$ cat config.mk
export PLATFORM = sky130hd
export DESIGN_NAME = octagon_term_index_decoder
export DESIGN_NICKNAME = d
export VERILOG_FILES = /design/src/rtl/otid_pkg.sv /design/src/rtl/otid_root_stage.sv /design/src/rtl/otid_term_stage.sv /design/src/rtl/octagon_term_index_decoder.sv
export VERILOG_INCLUDE_DIRS = /design/src /design/src/rtl
export SDC_FILE = /design/constraint.sdc
export NUM_CORES = 1
export LEC_CHECK = 0
export ABC_AREA = 0
export BUFFER_PORTS_ARGS = -buffer_cell sky130_fd_sc_hd__buf_2
export CORE_MARGIN = 10
export CORE_UTILIZATION = 64
export CTS_CLUSTER_DIAMETER = 100
export DETAILED_ROUTE_END_ITERATION = 16
export GPL_ROUTABILITY_DRIVEN = 0
export PLACE_DENSITY = 0.89
export SLEW_MARGIN = 5
export SYNTH_ARGS = -nofsm -noshare
export SYNTH_HDL_FRONTEND = slang
export SYNTH_HIERARCHICAL = 1
export SYNTH_SLANG_ARGS = --single-unit
$ cat constraint.sdc
create_clock -name i_clk -period 5.4 [get_ports i_clk]
set_input_delay 1.08 -clock i_clk [delete_from_list [all_inputs] [get_ports i_clk]]
set_output_delay 1.08 -clock i_clk [all_outputs]
set_load 0.03 [all_outputs]
$ cat src/rtl/octagon_term_index_decoder_assert.svh
// Assertion macros shared by the octagon term index decoder RTL.
`ifndef OCTAGON_TERM_INDEX_DECODER_ASSERT_SVH
`define OCTAGON_TERM_INDEX_DECODER_ASSERT_SVH

// Checks a condition at every clock edge outside reset.
`define OTID_ASSERT_ALWAYS(lbl, cond, msg) \
    lbl: assert property (@(posedge i_clk) disable iff (!i_rst_n) (cond)) else $error(msg);

// Checks that a consequent holds in the same cycle as its antecedent.
`define OTID_ASSERT_IMPLIES(lbl, ante, cons, msg) \
    lbl: assert property (@(posedge i_clk) disable iff (!i_rst_n) (ante) |-> (cons)) \
        else $error(msg);

`endif

$ cat src/rtl/otid_pkg.sv
// Package with the widths, the pipeline bus type and the square root step function.
package otid_pkg;

    // Number of low index bits that take part in the decoding.
    localparam int INDEX_BITS      = 16;
    localparam int TERM_INDEX_W    = 16;
    localparam int FIRST_VAR_W     = 8;
    localparam int SECOND_VAR_W    = 9;

    // Root digits needed for the radicand floor(n/2) of INDEX_BITS-1 bits.
    localparam int ROOT_BASE       = INDEX_BITS / 2;
    localparam int STEPS_PER_STAGE = 2;
    localparam int SQRT_STAGES     = (ROOT_BASE + STEPS_PER_STAGE - 1) / STEPS_PER_STAGE;
    localparam int SQRT_STEPS      = SQRT_STAGES * STEPS_PER_STAGE;
    localparam int ROOT_W          = SQRT_STEPS;
    localparam int RAD_W           = 2 * SQRT_STEPS;
    localparam int REM_W           = ROOT_W + 2;
    localparam int DIFF_W          = REM_W + 1;
    localparam int CALC_W          = (DIFF_W > SECOND_VAR_W) ? DIFF_W : SECOND_VAR_W;

    // State of one index while its square root is being worked out.
    typedef struct packed {
        logic [RAD_W-1:0]  rad;   // radicand bits still to be consumed, top first
        logic              lsb;   // bit 0 of the index, dropped by the halving
        logic [ROOT_W-1:0] root;  // root digits found so far
        logic [REM_W-1:0]  rem;   // remainder of the digits consumed so far
    } t_sqrt_bus;

    // One digit-by-digit step: bring down two radicand bits, try a root bit of one.
    function automatic t_sqrt_bus sqrt_step(input t_sqrt_bus b);
        logic [REM_W-1:0] acc;
        logic [REM_W-1:0] trial;
        t_sqrt_bus        o;
        o     = b;
        acc   = {b.rem[REM_W-3:0], b.rad[RAD_W-1 -: 2]};
        trial = {b.root, 2'b01};
        o.rad = {b.rad[RAD_W-3:0], 2'b00};
        if (acc >= trial) begin
            o.rem  = acc - trial;
            o.root = {b.root[ROOT_W-2:0], 1'b1};
        end else begin
            o.rem  = acc;
            o.root = {b.root[ROOT_W-2:0], 1'b0};
        end
        return o;
    endfunction

endpackage

$ cat src/rtl/otid_root_stage.sv
// One register stage of the pipelined integer square root, two root digits per stage.
module otid_root_stage import otid_pkg::*; (
    input  logic      i_clk,
    input  logic      i_rst_n,
    input  logic      i_valid,
    input  t_sqrt_bus i_data,
    output logic      o_ready,
    output logic      o_valid,
    output t_sqrt_bus o_data,
    input  logic      i_ready
);

    logic      r_valid;
    t_sqrt_bus r_data;
    t_sqrt_bus n_data;

    always_comb begin
        n_data = i_data;
        for (int s = 0; s < STEPS_PER_STAGE; s++) begin
            n_data = sqrt_step(n_data);
        end
    end

    // The stage takes a new item whenever it is empty or its content moves on.
    assign o_ready = !r_valid || i_ready;

    always_ff @(posedge i_clk) begin
        if (!i_rst_n) begin
            r_valid <= 1'b0;
        end else if (o_ready) begin
            r_valid <= i_valid;
        end
    end

    always_ff @(posedge i_clk) begin
        if (o_ready && i_valid) begin
            r_data <= n_data;
        end
    end

    assign o_valid = r_valid;
    assign o_data  = r_data;

endmodule

$ cat src/rtl/otid_term_stage.sv
// Final stage: splits the index into half and offset and registers the decoded term.
module otid_term_stage import otid_pkg::*; (
    input  logic                    i_clk,
    input  logic                    i_rst_n,
    input  logic                    i_valid,
    input  t_sqrt_bus               i_data,
    output logic                    o_ready,
    output logic                    o_valid,
    output logic                    o_first_negative,
    output logic [FIRST_VAR_W-1:0]  o_first_var,
    output logic                    o_second_negative,
    output logic [SECOND_VAR_W-1:0] o_second_var,
    input  logic                    i_ready
);

    logic                    r_valid;
    logic                    r_first_negative;
    logic [FIRST_VAR_W-1:0]  r_first_var;
    logic                    r_second_negative;
    logic [SECOND_VAR_W-1:0] r_second_var;

    logic [DIFF_W-1:0]       w_low_off;
    logic [DIFF_W-1:0]       w_half_len;
    logic                    w_lower;
    logic [DIFF_W-1:0]       w_off;
    logic [DIFF_W:0]         w_off_inc;
    logic [CALC_W-1:0]       w_half;
    logic [SECOND_VAR_W-1:0] n_second_var;

    // Since floor(n/2) = p*p + rem, the offset from 2p^2 is 2*rem + lsb.
    assign w_low_off  = {i_data.rem, i_data.lsb};
    assign w_half_len = DIFF_W'({i_data.root, 1'b1});
    assign w_lower    = w_low_off < w_half_len;
    assign w_off      = w_lower ? w_low_off : (w_low_off - w_half_len);

    // ceil(r/2) - 1; an offset of zero gives all ones, the single-variable code.
    assign w_off_inc    = {1'b0, w_off} + (DIFF_W + 1)'(1);
    assign w_half       = CALC_W'(w_off_inc[DIFF_W:1]);
    assign n_second_var = SECOND_VAR_W'(w_half - CALC_W'(1));

    assign o_ready = !r_valid || i_ready;

    always_ff @(posedge i_clk) begin
        if (!i_rst_n) begin
            r_valid <= 1'b0;
        end else if (o_ready) begin
            r_valid <= i_valid;
        end
    end

    always_ff @(posedge i_clk) begin
        if (o_ready && i_valid) begin
            r_first_negative  <= w_lower;
            r_first_var       <= FIRST_VAR_W'(i_data.root);
            r_second_negative <= w_off[0];
            r_second_var      <= n_second_var;
        end
    end

    assign o_valid           = r_valid;
    assign o_first_negative  = r_first_negative;
    assign o_first_var       = r_first_var;
    assign o_second_negative = r_second_negative;
    assign o_second_var      = r_second_var;

endmodule

$ cat src/rtl/octagon_term_index_decoder.sv
// Top level of the octagon term index decoder: square root pipeline and term stage.
//
// The block decodes a dense index n into an octagonal term "s1 x_a [s2 x_b]". It accepts
// one index per clock cycle while o_stall is low and returns one result per index, in
// order. Each index passes through SQRT_STAGES square root stages (four for 16-bit
// indices, two root digits each) and one term stage, whose register drives the outputs.
// The group p is the integer square root of floor(n/2), found digit by digit in the
// square root stages; the remainder of that root gives the offset from 2p^2 directly,
// so no multiplier is needed. Every stage holds one item and moves it on as soon as the
// next stage has room, so a stall on the output fills the pipeline before the input
// side sees o_stall. The block has no configuration and keeps no state between indices.
`include "octagon_term_index_decoder_assert.svh"

module octagon_term_index_decoder import otid_pkg::*; (
    input  logic                    i_clk,
    input  logic                    i_rst_n,
    input  logic                    i_valid,
    output logic                    o_stall,
    input  logic [TERM_INDEX_W-1:0] i_term_index,
    output logic                    o_valid,
    input  logic                    i_stall,
    output logic                    o_first_negative,
    output logic [FIRST_VAR_W-1:0]  o_first_var,
    output logic                    o_second_negative,
    output logic [SECOND_VAR_W-1:0] o_second_var
);

    t_sqrt_bus             w_bus   [SQRT_STAGES+1];
    logic                  w_valid [SQRT_STAGES+1];
    logic                  w_ready [SQRT_STAGES+1];
    logic [INDEX_BITS-1:0] w_index;

    // Only the low INDEX_BITS bits of the index take part.
    assign w_index = INDEX_BITS'(i_term_index);

    // The square root pipeline starts from the halved index with an empty root.
    assign w_bus[0].rad  = RAD_W'(w_index >> 1);
    assign w_bus[0].lsb  = w_index[0];
    assign w_bus[0].root = '0;
    assign w_bus[0].rem  = '0;
    assign w_valid[0]    = i_valid;
    assign o_stall       = !w_ready[0];

    for (genvar g = 0; g < SQRT_STAGES; g++) begin : g_root
        otid_root_stage u_stage (
            .i_clk   (i_clk),
            .i_rst_n (i_rst_n),
            .i_valid (w_valid[g]),
            .i_data  (w_bus[g]),
            .o_ready (w_ready[g]),
            .o_valid (w_valid[g+1]),
            .o_data  (w_bus[g+1]),
            .i_ready (w_ready[g+1])
        );
    end

    // The term stage also serves as the output register.
    otid_term_stage u_term (
        .i_clk             (i_clk),
        .i_rst_n           (i_rst_n),
        .i_valid           (w_valid[SQRT_STAGES]),
        .i_data            (w_bus[SQRT_STAGES]),
        .o_ready           (w_ready[SQRT_STAGES]),
        .o_valid           (o_valid),
        .o_first_negative  (o_first_negative),
        .o_first_var       (o_first_var),
        .o_second_negative (o_second_negative),
        .o_second_var      (o_second_var),
        .i_ready           (!i_stall)
    );

    // The input side is held off only when the output stage holds a result.
    `OTID_ASSERT_IMPLIES(a_stall_only_when_full, o_stall, o_valid,
        "input stalled with empty output")
    // Within a group the second variable is always below the first one.
    `OTID_ASSERT_IMPLIES(a_second_below_first, o_valid,
        o_second_var[SECOND_VAR_W-1] || (o_second_var[SECOND_VAR_W-2:0] < o_first_var),
        "second variable not below first")
    // A term with one variable carries the plus sign on its missing second part.
    `OTID_ASSERT_ALWAYS(a_single_var_plus,
        !o_valid || !(&o_second_var) || !o_second_negative,
        "single-variable term with minus sign")

endmodule
==> impl_metrics.toml, run 1 <==
[detailed_routing]
highest_layer = "met4"
viasPerCell = 5.81
drt_iter0_drc = 332
wl_met3_um = 1010
route.detailed.drc = 0
routed_wl_um = 18200
ant_nets = 0
drt-met1-wl_um = 7410
wire_per_inst_um = 16.3
vias = 6477
dr.pass1.iters = 5
wl_met2_um = 9060

[final_layout]
fin_util_pct = 72.5
drive_gt1_share_pct = 14.8
final_area_um2 = 9650
final_nets = 1037
area_growth_pct = 11.0
layout.cells.non_filler = 1115
nFillCells = 963
insertedDiodeCount = 0

[pwr]
vdd_drop_max_mv = 0.271
comb_power_share_pct = 43.6
design_power_total_mw = 3.90
p_int_mw = 2.50
p_sw_mw = 1.40
power.leakage_nw = 4.06
switching_share_pct = 36.0
powerDensity_nw_per_um2 = 405
p_clk_share_pct = 25.7
power_frac_seq_pct = 30.7

[clock_tree]
path_clk_slew_ns = 0.05
cts_sinks = 118
cts_hold_buf = 0
cts.htree.levels = 4
cts_setup_buffers = 0
clockBufferDepth = 2
cts_tree = "built"
clk_latency_ns = 0.42
cts-root-buf = "clkbuf_16"
cts_resized = 0
cts_inserted_buffers = 17

[placed_design]
postPlaceCellArea_um2 = 9130
pre_cts_ws_ns = 0.782
port_buffers = 40
place_inst = 1084
dpl.hpwl_um = 13700

[setup_path]
slowest_stage = "o41ai_4"
worstPathBufferInverterCount = 3
slowest_delay_ns = 0.73
worstPathMaxFanout = 14
worst-endpoint-arrival_ns = 4.66
crit_family = "compound AO/OA/AOI/OAI gates"
crit_top_cell = "ha_1"
critPathRequiredTime_ns = 5.57
path_class = "register to register"
setup.worst_path.start_class = "register"
worstPathCellList = "inv_1 > ha_1 > nor3b_2 > o2111a_2 > o21ai_4 > clkinv_2 > o21ai_0 > ha_1 > or2_2 > a21oi_1 > nor2_2 > o41ai_4 > inv_2 > mux2_4"
cp-end-kind = "register"

[die]
num_rows = 42
io_pins = 41
die_h_um = 137
die_area_um2 = 18600
fp.dieW_um = 137
fp.coreArea_um2 = 13300
start_util_pct = 65.4

[logic_synthesis]
avgSynthCellArea_um2 = 10.2
syn_inst = 852
yosysWarnings = 6
synth_area_um2 = 8690

[timing]
setup_tns_ns = 0
fin_crit_ns = 4.49
finalClockSkew_ns = 0.0135
tightest_slew_ns = 0.926
worst_slack_ns = 0.909
relSlewSlack_pct = 38.3
finalSetupViolCount = 0
hold_violations = 0
rsz0062_at_grt = "no"
period_share_pct = 83.2
max_freq_ghz = 0.223
finalHoldWorstSlack_ns = 0.413
slew_violations = 0

[outcome]
status = "complete, no violations"

[global_routing]
first_global_vias = 6500
grt_pass1_wl_um = 30100
overflow = 0
antenna_found_initial = 0
grt_util_all_layers_pct = 20.2
grt_max_degree = 30

[job]
maxCapViolations = 0

[min_path]
hold_path.class = "register to register"
-- cell type report --
type                            instances  area [um^2]  share of cell area, %
Multi-Input combinational cell        647         4790                   49.7
Inverter                              100          395                   4.10
Clock buffer                           18          429                   4.45
Clock inverter                         13         91.3                  0.947
Tap cell                              176          220                   2.28
Sequential cell                       118         3490                   36.2
Timing Repair Buffer                   43          223                   2.31
-- path summary, 6_finish.rpt --
kind	start	endpoint	slack (ns)	cells after the start
max	g_root[2].u_stage/o_data[33]$_DFFE_PP_	g_root[3].u_stage/o_data[9]$_DFFE_PP_	0.91	14
min	g_root[2].u_stage/o_data[18]$_DFFE_PP_	g_root[3].u_stage/o_data[18]$_DFFE_PP_	0.41	0
max reg2reg	g_root[2].u_stage/o_data[33]$_DFFE_PP_	g_root[3].u_stage/o_data[9]$_DFFE_PP_	0.91	14
min reg2reg	g_root[2].u_stage/o_data[18]$_DFFE_PP_	g_root[3].u_stage/o_data[18]$_DFFE_PP_	0.41	0
-- power groups by stage --
stage               Clock [mW]  Combinational (mW)  Sequential (mW)
finish                    1.00                1.70             1.20
CTS                       1.02                1.68             1.20
global route              1.07                1.87             1.20
global placement             0                1.59             1.21
floorplan                    0                1.40             1.20
detailed placement           0                1.66             1.21
-- per-layer routing --
| layer | global-route usage, % | vias up |
|---|---|---|
| met2 | 34.8 | 220 |
| met3 | 5.46 | 64 |
| met4 | 10.2 | 0 |
| met1 | 22.3 | 2999 |
| met5 | 0 | - |
| li1 | - | 3194 |
-- flip-flops by register name, indices dropped and copies added (netlist names) --
signal	count
g_root.u_stage/o_data	94
g_root.u_stage/o_valid	4
u_term/o_first_negative	1
u_term/o_first_var	8
u_term/o_second_negative	1
u_term/o_second_var	9
u_term/o_valid	1
-- cells in the final DEF, fill, tap and decap left out, drive strengths merged, types with 5 or more instances in the layout --
master,instances
edfxtp,113
inv,96
ha,89
nand2,77
nor2,55
o21ai,55
a21oi,47
xnor2,45
buf,43
conb,30
o21a,27
xor2,23
nor3,18
clkbuf,18
o31ai,15
nand3,13
mux2i,12
clkinv,12
mux2,10
and3,9
a21boi,8
and2,8
or3,8
nor3b,8
nor2b,7
nand2b,6
o2111a,6
or2,6
dfxtp,5
o211ai,5
o2111ai,5
No activity file was read; power rests on OpenSTA's default activity.
==> inputs of run 2 (changes only) <==
--- a/config.mk
+++ b/config.mk
@@ -9,11 +9,11 @@
 export ABC_AREA = 0
 export BUFFER_PORTS_ARGS = -buffer_cell sky130_fd_sc_hd__buf_2
 export CORE_MARGIN = 10
-export CORE_UTILIZATION = 64
+export CORE_UTILIZATION = 58
 export CTS_CLUSTER_DIAMETER = 100
 export DETAILED_ROUTE_END_ITERATION = 16
 export GPL_ROUTABILITY_DRIVEN = 0
-export PLACE_DENSITY = 0.89
+export PLACE_DENSITY = 0.86
 export SLEW_MARGIN = 5
 export SYNTH_ARGS = -nofsm -noshare
 export SYNTH_HDL_FRONTEND = slang
==> constraint.sdc (replaced) <==
create_clock -name i_clk -period 3.9 [get_ports i_clk]
set_input_delay 0.78 -clock i_clk [delete_from_list [all_inputs] [get_ports i_clk]]
set_output_delay 0.78 -clock i_clk [all_outputs]
set_load 0.03 [all_outputs]
==> run 2 against run 1 <==
Compared with the run above:
- clock skew shrank 0.0055 ns
- sequential share of layout area shrank 2.6 points
- fmax grew 15%
- non-clock buffer count grew 71
- sequential power grew 38%
- combinational power grew 66%
- clock-buffer cell count shrank 1
- largest power group unchanged
==> impl_metrics.toml, run 2 (synthesis results as in run 1) <==
[outcome]
status = "complete, no violations"

[clock_tree]
cts_inserted_buffers = 17
path_clk_slew_ns = 0.06
clockBufferDepth = 2
cts-root-buf = "clkbuf_16"
cts_sinks = 118
cts.htree.levels = 4
cts_tree = "built"
clk_latency_ns = 0.43

[detailed_routing]
dr.pass1.iters = 5
ant_nets = 0
drt_iter0_drc = 449
wire_per_inst_um = 16.5
routed_wl_um = 19700
viasPerCell = 5.74
route.detailed.drc = 0
vias = 6860

[timing]
finalSetupViolCount = 0
hold_violations = 0
period_share_pct = 99.9
relSlewSlack_pct = 33.0
fin_crit_ns = 3.89
finalHoldWorstSlack_ns = 0.416
slew_violations = 0
tightest_slew_ns = 1.00
max_freq_ghz = 0.257
finalClockSkew_ns = 0.00796
worst_slack_ns = 0.00566

[final_layout]
fin_util_pct = 71.2
layout_common_cells = "edfxtp_1 (113), inv_1 (90), ha_1 (81), nand2_1 (77), buf_4 (72)"
insertedDiodeCount = 0
nFillCells = 945
drive_gt1_share_pct = 23.6
area_growth_pct = 19.6
largest_register_ffs = 94
final_nets = 1108
final_common_cell = "edfxtp_1"

[min_path]
hold_path.class = "register to register"

[pwr]
powerDensity_nw_per_um2 = 578
vdd_drop_max_mv = 0.450
power.leakage_nw = 4.45

[setup_path]
critPathRequiredTime_ns = 4.07
setup.worst_path.start_class = "register"
worstPathCellList = "inv_1 > ha_1 > nand2_1 > a211o_1 > o21ai_4 > inv_4 > o21ai_0 > ha_1 > or2_2 > a21oi_2 > nor2_4 > o41ai_4 > buf_4 > mux2_2"
slowest_stage = "edfxtp_1"
crit_top_cell = "ha_1"
slowest_delay_ns = 0.39
path_class = "register to register"
worst-endpoint-arrival_ns = 4.07
cp-end-kind = "register"
worstPathMaxFanout = 6

[placed_design]
dpl.hpwl_um = 13800
port_buffers = 40
pre_cts_ws_ns = -0.108

[die]
io_pins = 41
fp.coreArea_um2 = 14600
die_area_um2 = 20300
fp.dieW_um = 142
num_rows = 44
die_h_um = 142
start_util_pct = 59.6

[global_routing]
antenna_found_initial = 0
grt_pass1_wl_um = 30600
first_global_vias = 6629
grt_util_all_layers_pct = 18.5
overflow = 0
grt_max_degree = 30

[job]
maxCapViolations = 0
run 2: cell count changes in the layout (fill, tap and decap cells not counted), sizes merged:
cell      before  now
buf           43  114
clkbuf        18   17
clkinv        12    7
inv           96  105
clkinvlp       3    1
run 2: where the power goes:
group | switching [mW] | internal [mW] | total (mW)
clock | 0.623 | 0.890 | 1.51
sequential | 0.0691 | 1.59 | 1.66
combinational | 1.49 | 1.34 | 2.83
total | 2.18 | 3.82 | 6.01
run 2: path summary, 6_finish.rpt:
check | from | end | slack [ns] | cells past startpoint
worst max register to register | g_root[2].u_stage/o_data[14]$_DFFE_PP_ | g_root[3].u_stage/o_data[5]$_DFFE_PP_ | 0.006 | 14
worst min-delay path | g_root[0].u_stage/o_data[30]$_DFFE_PP_ | g_root[1].u_stage/o_data[34]$_DFFE_PP_ | 0.42 | 0
worst min register to register | g_root[0].u_stage/o_data[30]$_DFFE_PP_ | g_root[1].u_stage/o_data[34]$_DFFE_PP_ | 0.42 | 0
worst max-delay path | g_root[2].u_stage/o_data[14]$_DFFE_PP_ | g_root[3].u_stage/o_data[5]$_DFFE_PP_ | 0.006 | 14
run 2: repair_timing:
action / 4_1_cts / 5_1_grt
setup endpoints to repair: 3 / 29
hold buffers: 0 / 0
setup buffers: 1 / 10
resized for setup: 4 / 29
pin swaps: 1 / 10
run 2: critical path: cells and delay by family (launching register included):
kind	cells	cell delay, ns
simple gates	3	0.50
fa+ha+maj	2	0.68
buf+inv	3	0.36
compound gates	5	1.39
mux	1	0.33
flops	1	0.39
run 2: metal layers:
metal | wire, um | up-vias | track usage (%)
li1 | - | 3342 | -
met1 | 8050 | 3231 | 20.6
met2 | 10300 | 230 | 33.3
met3 | 897 | 57 | 3.97
met4 | 509 | 0 | 7.99
met5 | 0 | - | 0
run 2: area by class of cell:
| class | instances | area (um^2) | share of cell area [%] |
|---|---|---|---|
| multi-input cells | 647 | 4930 | 47.4 |
| clock inverters | 15 | 146 | 1.41 |
| repair buffers | 114 | 772 | 7.43 |
| clock buffers | 17 | 425 | 4.09 |
| inverters | 100 | 399 | 3.84 |
| well taps | 184 | 230 | 2.22 |
| flip-flops and latches | 118 | 3490 | 33.6 |
run 2: through the flow:
| stage | cells | area, um^2 | setup TNS (ns) | total power [mW] |
|---|---|---|---|---|
| after global placement | 1152 | 9600 | 0 | 4.18 |
| after detailed placement | 1152 | 9600 | -0.542 | 4.27 |
| after floorplan | 881 | 8800 | -0.0110 | 3.61 |
| final | 1195 | 10400 | 0 | 6.01 |
| after global routing | 1195 | 10400 | -0.488 | 6.35 |
| after CTS | 1185 | 10200 | 0 | 5.82 |
